[src/hw/rtl/clock_page_replacement_translator_unit_macros.svh]
// Assertion macros for the translator RTL
`ifndef CLOCK_PAGE_REPLACEMENT_TRANSLATOR_UNIT_MACROS_SVH
`define CLOCK_PAGE_REPLACEMENT_TRANSLATOR_UNIT_MACROS_SVH

// check a property on every clock edge outside reset
`define CPRT_ASSERT(lbl, prop, msg) \
  lbl: assert property (@(posedge clk_i) disable iff (!rst_ni) (prop)) else $error(msg);

// check that a condition implies a property on the following clock edge
`define CPRT_ASSERT_NEXT(lbl, ante, cons, msg) \
  lbl: assert property (@(posedge clk_i) disable iff (!rst_ni) (ante) |=> (cons)) \
    else $error(msg);

`endif

[src/hw/rtl/cprt_pkg.sv]
// Shared constants, types and helpers of the page replacement translator
package cprt_pkg;

  localparam int unsigned MaxFrames = 64;
  localparam int unsigned FrameW    = $clog2(MaxFrames);
  localparam int unsigned CountW    = FrameW + 1;
  localparam int unsigned AddrW     = 32;
  localparam int unsigned PbW       = 5;
  localparam int unsigned CntW      = 32;
  localparam int unsigned CfgIdxW   = 8;
  localparam int unsigned CfgDataW  = 32;

  localparam logic [PbW-1:0]    PageBitsReset = PbW'(12);
  localparam logic [CountW-1:0] FramesReset   = CountW'(MaxFrames);
  localparam logic [CntW-1:0]   CntMax        = '1;

  typedef logic [FrameW-1:0]    frame_idx_t;
  typedef logic [MaxFrames-1:0] frame_vec_t;

  typedef enum logic [1:0] {
    S_IDLE,
    S_MATCH,
    S_DECIDE,
    S_SWEEP
  } state_e;

  typedef enum logic [CfgIdxW-1:0] {
    CFG_PAGE_BITS     = 8'd0,
    CFG_FRAMES_IN_USE = 8'd1
  } cfg_reg_e;

  typedef struct packed {
    logic load;
    logic capture;
    logic resolve;
    logic sweep;
  } dp_cmd_t;

  typedef struct packed {
    logic hit_any;
    logic free_any;
    logic hand_used;
  } dp_status_t;

  function automatic frame_idx_t lowest_set(frame_vec_t v);
    frame_idx_t idx;
    idx = '0;
    for (int i = MaxFrames - 1; i >= 0; i--) begin
      if (v[i]) begin
        idx = FrameW'(i);
      end
    end
    return idx;
  endfunction

endpackage

[src/hw/rtl/cprt_ctrl.sv]
// Sequencer of the page replacement translator
`include "clock_page_replacement_translator_unit_macros.svh"

module cprt_ctrl (
  input  logic                 clk_i,
  input  logic                 rst_ni,
  input  logic                 start,
  output logic                 busy,
  input  cprt_pkg::dp_status_t status_i,
  output cprt_pkg::dp_cmd_t    cmd_o
);

  cprt_pkg::state_e state_q, state_d;

  always_ff @(posedge clk_i or negedge rst_ni) begin
    if (!rst_ni) begin
      state_q <= cprt_pkg::S_IDLE;
    end else begin
      state_q <= state_d;
    end
  end

  always_comb begin
    state_d = state_q;
    cmd_o   = '0;
    case (state_q)
      cprt_pkg::S_IDLE: begin
        if (start) begin
          cmd_o.load = 1'b1;
          state_d    = cprt_pkg::S_MATCH;
        end
      end
      cprt_pkg::S_MATCH: begin
        cmd_o.capture = 1'b1;
        state_d       = cprt_pkg::S_DECIDE;
      end
      cprt_pkg::S_DECIDE: begin
        cmd_o.resolve = 1'b1;
        if (status_i.hit_any || status_i.free_any) begin
          state_d = cprt_pkg::S_IDLE;
        end else begin
          state_d = cprt_pkg::S_SWEEP;
        end
      end
      cprt_pkg::S_SWEEP: begin
        cmd_o.sweep = 1'b1;
        if (!status_i.hand_used) begin
          state_d = cprt_pkg::S_IDLE;
        end
      end
      default: begin
        state_d = cprt_pkg::S_IDLE;
      end
    endcase
  end

  assign busy = (state_q != cprt_pkg::S_IDLE);

  `CPRT_ASSERT_NEXT(a_accept_to_match, start && !busy, state_q == cprt_pkg::S_MATCH,
                    "accepted beat did not enter match")
  `CPRT_ASSERT_NEXT(a_match_to_decide, state_q == cprt_pkg::S_MATCH,
                    state_q == cprt_pkg::S_DECIDE, "match did not advance to decide")
  `CPRT_ASSERT_NEXT(a_resolved_to_idle,
                    state_q == cprt_pkg::S_DECIDE && (status_i.hit_any || status_i.free_any),
                    state_q == cprt_pkg::S_IDLE, "resolved lookup did not release")
  `CPRT_ASSERT(a_one_cmd, $onehot0(cmd_o), "more than one datapath command")

endmodule

[src/hw/rtl/cprt_dp.sv]
// Datapath of the page replacement translator: frame table, clock hand, counters
module cprt_dp (
  input  logic                            clk_i,
  input  logic                            rst_ni,
  input  logic                            cfg_valid_i,
  input  logic [cprt_pkg::CfgIdxW-1:0]    cfg_index_i,
  input  logic [cprt_pkg::CfgDataW-1:0]   cfg_data_i,
  input  logic [cprt_pkg::AddrW-1:0]      virtual_address_i,
  input  cprt_pkg::dp_cmd_t               cmd_i,
  output cprt_pkg::dp_status_t            status_o,
  output logic                            result_valid_o,
  output logic                            hit_o,
  output logic [cprt_pkg::FrameW-1:0]     frame_index_o,
  output logic [cprt_pkg::AddrW-1:0]      physical_address_o,
  output logic [cprt_pkg::AddrW-1:0]      page_number_o,
  output logic [cprt_pkg::CntW-1:0]       reference_count_o,
  output logic [cprt_pkg::CntW-1:0]       fault_count_o
);

  logic [cprt_pkg::PbW-1:0]    page_bits_q;
  logic [cprt_pkg::CountW-1:0] frames_q;
  logic [cprt_pkg::CountW-1:0] n_eff;

  logic [cprt_pkg::AddrW-1:0]  page_q;
  logic [cprt_pkg::AddrW-1:0]  offset_q;
  logic [cprt_pkg::AddrW-1:0]  frame_page_q [cprt_pkg::MaxFrames];
  cprt_pkg::frame_vec_t        valid_q, use_q, match_q, free_q, in_range;
  cprt_pkg::frame_idx_t        hand_q, cur_hand, next_hand, sel_idx;

  logic [cprt_pkg::CntW-1:0]   ref_q, ref_d, fault_q, fault_d;
  logic                        hit_any, free_any, hand_used, emit, fill, is_hit;

  // configuration registers
  always_ff @(posedge clk_i or negedge rst_ni) begin
    if (!rst_ni) begin
      page_bits_q <= cprt_pkg::PageBitsReset;
      frames_q    <= cprt_pkg::FramesReset;
    end else if (cfg_valid_i) begin
      if (cfg_index_i == cprt_pkg::CFG_PAGE_BITS) begin
        page_bits_q <= cfg_data_i[cprt_pkg::PbW-1:0];
      end else if (cfg_index_i == cprt_pkg::CFG_FRAMES_IN_USE) begin
        frames_q <= cfg_data_i[cprt_pkg::CountW-1:0];
      end
    end
  end

  always_comb begin
    if (frames_q == '0) begin
      n_eff = cprt_pkg::CountW'(1);
    end else if (frames_q > cprt_pkg::CountW'(cprt_pkg::MaxFrames)) begin
      n_eff = cprt_pkg::CountW'(cprt_pkg::MaxFrames);
    end else begin
      n_eff = frames_q;
    end
  end

  always_comb begin
    for (int i = 0; i < cprt_pkg::MaxFrames; i++) begin
      in_range[i] = (cprt_pkg::CountW'(i) < n_eff);
    end
  end

  // split the address
  always_ff @(posedge clk_i) begin
    if (cmd_i.load) begin
      page_q   <= virtual_address_i >> page_bits_q;
      offset_q <= virtual_address_i & ~({cprt_pkg::AddrW{1'b1}} << page_bits_q);
    end
  end

  // parallel tag compare and empty-frame scan
  always_ff @(posedge clk_i) begin
    if (cmd_i.capture) begin
      for (int i = 0; i < cprt_pkg::MaxFrames; i++) begin
        match_q[i] <= valid_q[i] && in_range[i] && (frame_page_q[i] == page_q);
        free_q[i]  <= !valid_q[i] && in_range[i];
      end
    end
  end

  assign hit_any  = |match_q;
  assign free_any = |free_q;

  always_comb begin
    if ({1'b0, hand_q} >= n_eff) begin
      cur_hand = '0;
    end else begin
      cur_hand = hand_q;
    end
    if (({1'b0, cur_hand} + cprt_pkg::CountW'(1)) == n_eff) begin
      next_hand = '0;
    end else begin
      next_hand = cur_hand + cprt_pkg::FrameW'(1);
    end
  end

  assign hand_used = use_q[cur_hand];

  always_comb begin
    is_hit = cmd_i.resolve && hit_any;
    emit   = (cmd_i.resolve && (hit_any || free_any)) || (cmd_i.sweep && !hand_used);
    fill   = (cmd_i.resolve && !hit_any && free_any) || (cmd_i.sweep && !hand_used);
    if (cmd_i.resolve) begin
      sel_idx = hit_any ? cprt_pkg::lowest_set(match_q) : cprt_pkg::lowest_set(free_q);
    end else begin
      sel_idx = cur_hand;
    end
    ref_d   = (ref_q == cprt_pkg::CntMax) ? ref_q : ref_q + cprt_pkg::CntW'(1);
    fault_d = fault_q;
    if (!is_hit && fault_q != cprt_pkg::CntMax) begin
      fault_d = fault_q + cprt_pkg::CntW'(1);
    end
  end

  // frame table state
  always_ff @(posedge clk_i or negedge rst_ni) begin
    if (!rst_ni) begin
      valid_q <= '0;
      use_q   <= '0;
      hand_q  <= '0;
      ref_q   <= '0;
      fault_q <= '0;
    end else begin
      if (fill) begin
        valid_q[sel_idx] <= 1'b1;
      end
      if (emit) begin
        use_q[sel_idx] <= 1'b1;
        ref_q          <= ref_d;
        fault_q        <= fault_d;
      end else if (cmd_i.sweep) begin
        use_q[cur_hand] <= 1'b0;
      end
      if (cmd_i.sweep) begin
        hand_q <= next_hand;
      end
    end
  end

  always_ff @(posedge clk_i) begin
    if (fill) begin
      frame_page_q[sel_idx] <= page_q;
    end
  end

  // result beat
  always_ff @(posedge clk_i or negedge rst_ni) begin
    if (!rst_ni) begin
      result_valid_o <= 1'b0;
    end else begin
      result_valid_o <= emit;
    end
  end

  always_ff @(posedge clk_i) begin
    if (emit) begin
      hit_o              <= is_hit;
      frame_index_o      <= sel_idx;
      physical_address_o <= (cprt_pkg::AddrW'(sel_idx) << page_bits_q) | offset_q;
      page_number_o      <= page_q;
      reference_count_o  <= ref_d;
      fault_count_o      <= fault_d;
    end
  end

  assign status_o.hit_any   = hit_any;
  assign status_o.free_any  = free_any;
  assign status_o.hand_used = hand_used;

endmodule

[src/hw/rtl/clock_page_replacement_translator_unit.sv]
// Top level of the clock (second chance) page replacement translator
// An address is taken when start is high and busy is low. A hit or a fill of an empty frame
// goes through address split, parallel tag compare and resolve, and the result shows on the
// cycle after, marked by result_valid_o for that one cycle only: the receiver cannot stall,
// so take the beat when it appears. A start may be taken in that same result cycle. When all
// managed frames are full, the clock hand sweeps one frame per cycle over the managed
// frames (frames_in_use held to 1..64), clearing use bits until it finds a clear one.
// cfg_ready_o is always high; write configuration only while the unit is idle. The frame
// table comes out of reset empty, with no clearing pass.
module clock_page_replacement_translator_unit (
  input  logic                            clk_i,
  input  logic                            rst_ni,
  input  logic                            cfg_valid_i,
  output logic                            cfg_ready_o,
  input  logic [cprt_pkg::CfgIdxW-1:0]    cfg_index_i,
  input  logic [cprt_pkg::CfgDataW-1:0]   cfg_data_i,
  input  logic                            start,
  output logic                            busy,
  input  logic [cprt_pkg::AddrW-1:0]      virtual_address_i,
  output logic                            result_valid_o,
  output logic                            hit_o,
  output logic [cprt_pkg::FrameW-1:0]     frame_index_o,
  output logic [cprt_pkg::AddrW-1:0]      physical_address_o,
  output logic [cprt_pkg::AddrW-1:0]      page_number_o,
  output logic [cprt_pkg::CntW-1:0]       reference_count_o,
  output logic [cprt_pkg::CntW-1:0]       fault_count_o
);

  cprt_pkg::dp_cmd_t    cmd;
  cprt_pkg::dp_status_t status;

  assign cfg_ready_o = 1'b1;

  cprt_ctrl u_ctrl (
    .clk_i    (clk_i),
    .rst_ni   (rst_ni),
    .start    (start),
    .busy     (busy),
    .status_i (status),
    .cmd_o    (cmd)
  );

  cprt_dp u_dp (
    .clk_i              (clk_i),
    .rst_ni             (rst_ni),
    .cfg_valid_i        (cfg_valid_i && cfg_ready_o),
    .cfg_index_i        (cfg_index_i),
    .cfg_data_i         (cfg_data_i),
    .virtual_address_i  (virtual_address_i),
    .cmd_i              (cmd),
    .status_o           (status),
    .result_valid_o     (result_valid_o),
    .hit_o              (hit_o),
    .frame_index_o      (frame_index_o),
    .physical_address_o (physical_address_o),
    .page_number_o      (page_number_o),
    .reference_count_o  (reference_count_o),
    .fault_count_o      (fault_count_o)
  );

endmodule
[config.mk]
export PLATFORM = sky130hd
export DESIGN_NAME = clock_page_replacement_translator_unit
export DESIGN_NICKNAME = d
export VERILOG_FILES = /design/src/hw/rtl/cprt_pkg.sv /design/src/hw/rtl/cprt_ctrl.sv /design/src/hw/rtl/cprt_dp.sv /design/src/hw/rtl/clock_page_replacement_translator_unit.sv
export VERILOG_INCLUDE_DIRS = /design/src /design/src/hw/rtl
export SDC_FILE = /design/constraint.sdc
export NUM_CORES = 2
export LEC_CHECK = 0
export ABC_AREA = 0
export ABC_CLOCK_PERIOD_IN_PS = 9100
export BUFFER_PORTS_ARGS = -buffer_cell sky130_fd_sc_hd__buf_2
export CORE_AREA = 3 3 424 426
export DETAILED_ROUTE_END_ITERATION = 10
export DIE_AREA = 0 0 427 429
export MAX_ROUTING_LAYER = met4
export PLACE_DENSITY = 0.8
export SLEW_MARGIN = 20
export SYNTH_ARGS = -nofsm -noshare
export SYNTH_HDL_FRONTEND = slang
export SYNTH_SLANG_ARGS = --single-unit
[constraint.sdc]
create_clock -name clk_i -period 9.1 [get_ports clk_i]
set_clock_uncertainty 0.15 [all_clocks]
set_input_delay 0.91 -clock clk_i [delete_from_list [all_inputs] [get_ports clk_i]]
set_output_delay 0.91 -clock clk_i [all_outputs]
set_load 0.02 [all_outputs]
==> results.cfg <==
[run_status]
status = complete, no violations

[clock_network]
post_cts_buffers = 0
clock_path_buffers = 4
cts_tree = done
insertion_delay_ns = 0.93
path_clk_slew_ns = 0.06
cts_made_buffers = 274
clock-sinks = 2587
root_buffer = clkbuf_16
hold_buffers = 1
htree_num_levels = 5
cts_resized = 0

[global_route]
overflow = 0
grt_use_total_pct = 33.1
grt_pass1_wl_um = 433000
grt_antenna_before_repair = 12
grt_max_degree = 116
grt_pass1_vias = 65459

[floorplan]
initial_utilization_pct = 63.1
chipHeight_um = 429
io_pins = 214
placementRows = 154
core-area_um2 = 176000
die-area_um2 = 183000
die_x_um = 427

[detailed_routing]
first_pass_iters = 6
wl_per_cell_um = 28.5
first_iter_violations = 8013
totalWireLength_um = 296000
vias = 66840
ant_nets = 0
drc_errors = 0
viasPerCell = 6.44

[sta]
finalMaxSlewViolations = 0
min_period_ns = 7.20
slew_headroom_pct = 12.7
grt_setup_unrepaired = false
worstMarginPinSlew_ns = 1.30
hold_viol = 0
max_freq_mhz = 139
finalSetupViolations = 0
tns_ns = 0
fin_crit_sh_pct = 79.1

[synthesis]
synth.most_common_cell = edfxtp_1
synth-edff-count = 2374
synth_top_area_cell = edfxtp_1
synth_area_um2 = 111000
synthTopCellsByArea = edfxtp_1 (64%), xor2_1 (11%), xnor2_1 (6.2%)
yosysWarnings = 0
syn_nets = 7562
synth.distinct_cells = 104
synthCells = 7477
synth_top_area_share_pct = 64.2
synth_top_flop_cell = edfxtp_1
async_reset_ff_share_pct = 8.23
synth.avg_cell_area_um2 = 14.9
ys_seq_area_share_pct = 69.0
synth_top_cells_by_count = edfxtp_1 (2374), xor2_1 (1372), xnor2_1 (784), nor4_1 (389), nand4_1 (256)
synth-seq-cells = 2587

[pwr]
fin_total_pwr_mw = 31.8
leakagePower_nw = 42.5
power_density_nw_per_um2 = 255
ir_worst_vdd_mv = 0.205

[placement]
portBuffers = 187
dp_hpwl_um = 176000
gp_congestion = 1.01
placed_area_um2 = 116000

[critical_path]
arrival_ns = 7.84
endpoint_kind = flip-flop
crit_type = flip-flop to flip-flop
crit_path_start_kind = flip-flop
cp_max_fo = 102
r2r_cells = 18
crit_required_ns = 9.75

[min_path]
hold_depth = 2
hold_path.class = input pin to flip-flop

[final_layout]
syn2layout_area_growth_pct = 12.4
final_nets = 7926
design_area_um2 = 125000
drive_gt1_share_pct = 12.3

[flow_run]
drv_cap = 0
## path summary, 6_finish.rpt
path | from | endpoint | slack [ns]
setup reg to reg | u_dp.frames_q[6]$_DFFE_PN1P_ | u_dp.ref_q[28]$_DFFE_PN0N_ | 1.90
hold / removal | virtual_address_i[0] | u_dp.offset_q[0]$_DFFE_PP_ | 0.16
setup / recovery | u_dp.frames_q[6]$_DFFE_PN1P_ | u_dp.ref_q[28]$_DFFE_PN0N_ | 1.90
hold reg to reg | u_dp.use_q[36]$_DFFE_PN0P_ | u_dp.use_q[36]$_DFFE_PN0P_ | 0.34
max in group asynchronous | rst_ni | u_dp.page_bits_q[0]$_DFFE_PN0P_ | 6.76
min in group asynchronous | rst_ni | u_dp.fault_q[30]$_DFFE_PN0N_ | 0.41
## routing by layer
metal | wire length (um) | GRT usage (%) | vias up | share of wire, %
met5 | 0 | - | - | 0
met4 | 14200 | 13.9 | 0 | 4.8
met3 | 27600 | 5.61 | 855 | 9.3
met2 | 139000 | 50.5 | 3820 | 47
met1 | 115000 | 44.4 | 33785 | 39
li1 | - | - | 28380 | -
## power breakdown
group	internal (mW)	switching (mW)	total, mW
clock network	6.26	4.40	10.7
registers	14.1	0.395	14.5
logic	1.81	4.83	6.64
## through the flow
stage	std cells	setup WS, ns	util (%)	hold slack, ns
2_1_floorplan	7477	1.02	-	0.293
3_3_place_gp	9904	1.91	66.1	0.312
3_5_place_dp	9904	1.86	66.1	0.324
4_1_cts	10367	1.86	70.9	0.122
5_1_grt	10375	1.40	70.9	0.156
6_report	10377	1.90	70.9	0.157
## critical path, stage by stage, from the launching register on
cell,delay (ns)
dfstp_2,0.86
or3_1,0.18
buf_4,0.23
nor4_1,0.10
a21oi_1,0.59
inv_1,0.11
ha_1,0.29
nand2b_1,0.15
a211o_1,0.35
a21boi_2,0.83
nand3_1,0.51
a2bb2oi_1,0.26
nand3_1,0.14
o31ai_4,0.08
buf_4,0.28
inv_6,0.67
buf_4,0.80
nand2_1,0.16
xnor2_1,0.29
## cell type report
| type | count | area, um2 |
|---|---|---|
| antenna | 10 | 25.0 |
| clock buffer | 357 | 7450 |
| clock inverter | 105 | 988 |
| fill | 10831 | 51300 |
| inverter | 77 | 294 |
| multi-input combinational | 4467 | 33300 |
| sequential | 2587 | 76600 |
| tap | 2340 | 2930 |
| timing repair buffer | 434 | 3270 |
## cell usage in the layout, fill, tap and decap left out, types with 209 or more instances in the layout
cell	count
clkbuf_16	284
xor2_1	1372
nor4_1	388
buf_4	209
dfrtp_1	209
nand2_1	252
nor2_1	239
nand4_1	256
edfxtp_1	2374
xnor2_1	784
## cells by family after synthesis
family / count (synthesis) / synth area share (%)
buf+inv: 423 / 1.46
mux: 71 / 0.800
compound gates: 588 / 3.78
fa+ha+maj: 9 / 0.101
flops: 2587 / 69.0
simple gates: 1642 / 7.89
other cells: 1 / 0.00338
xor+xnor: 2156 / 17.0
## sequential cells by signal (all words and copies together), names as in the netlist, 7 cells and up
name / flops
u_dp.physical_address_o: 32
u_dp.ref_q: 32
u_dp.page_number_o: 32
u_dp.fault_q: 32
u_dp.fault_count_o: 32
u_dp.valid_q: 64
u_dp.page_q: 32
u_dp.offset_q: 31
u_dp.reference_count_o: 32
u_dp.frame_page_q: 2048
u_dp.free_q: 64
u_dp.use_q: 64
u_dp.match_q: 64
u_dp.frames_q: 7
No activity file was read; power rests on OpenSTA's default activity.
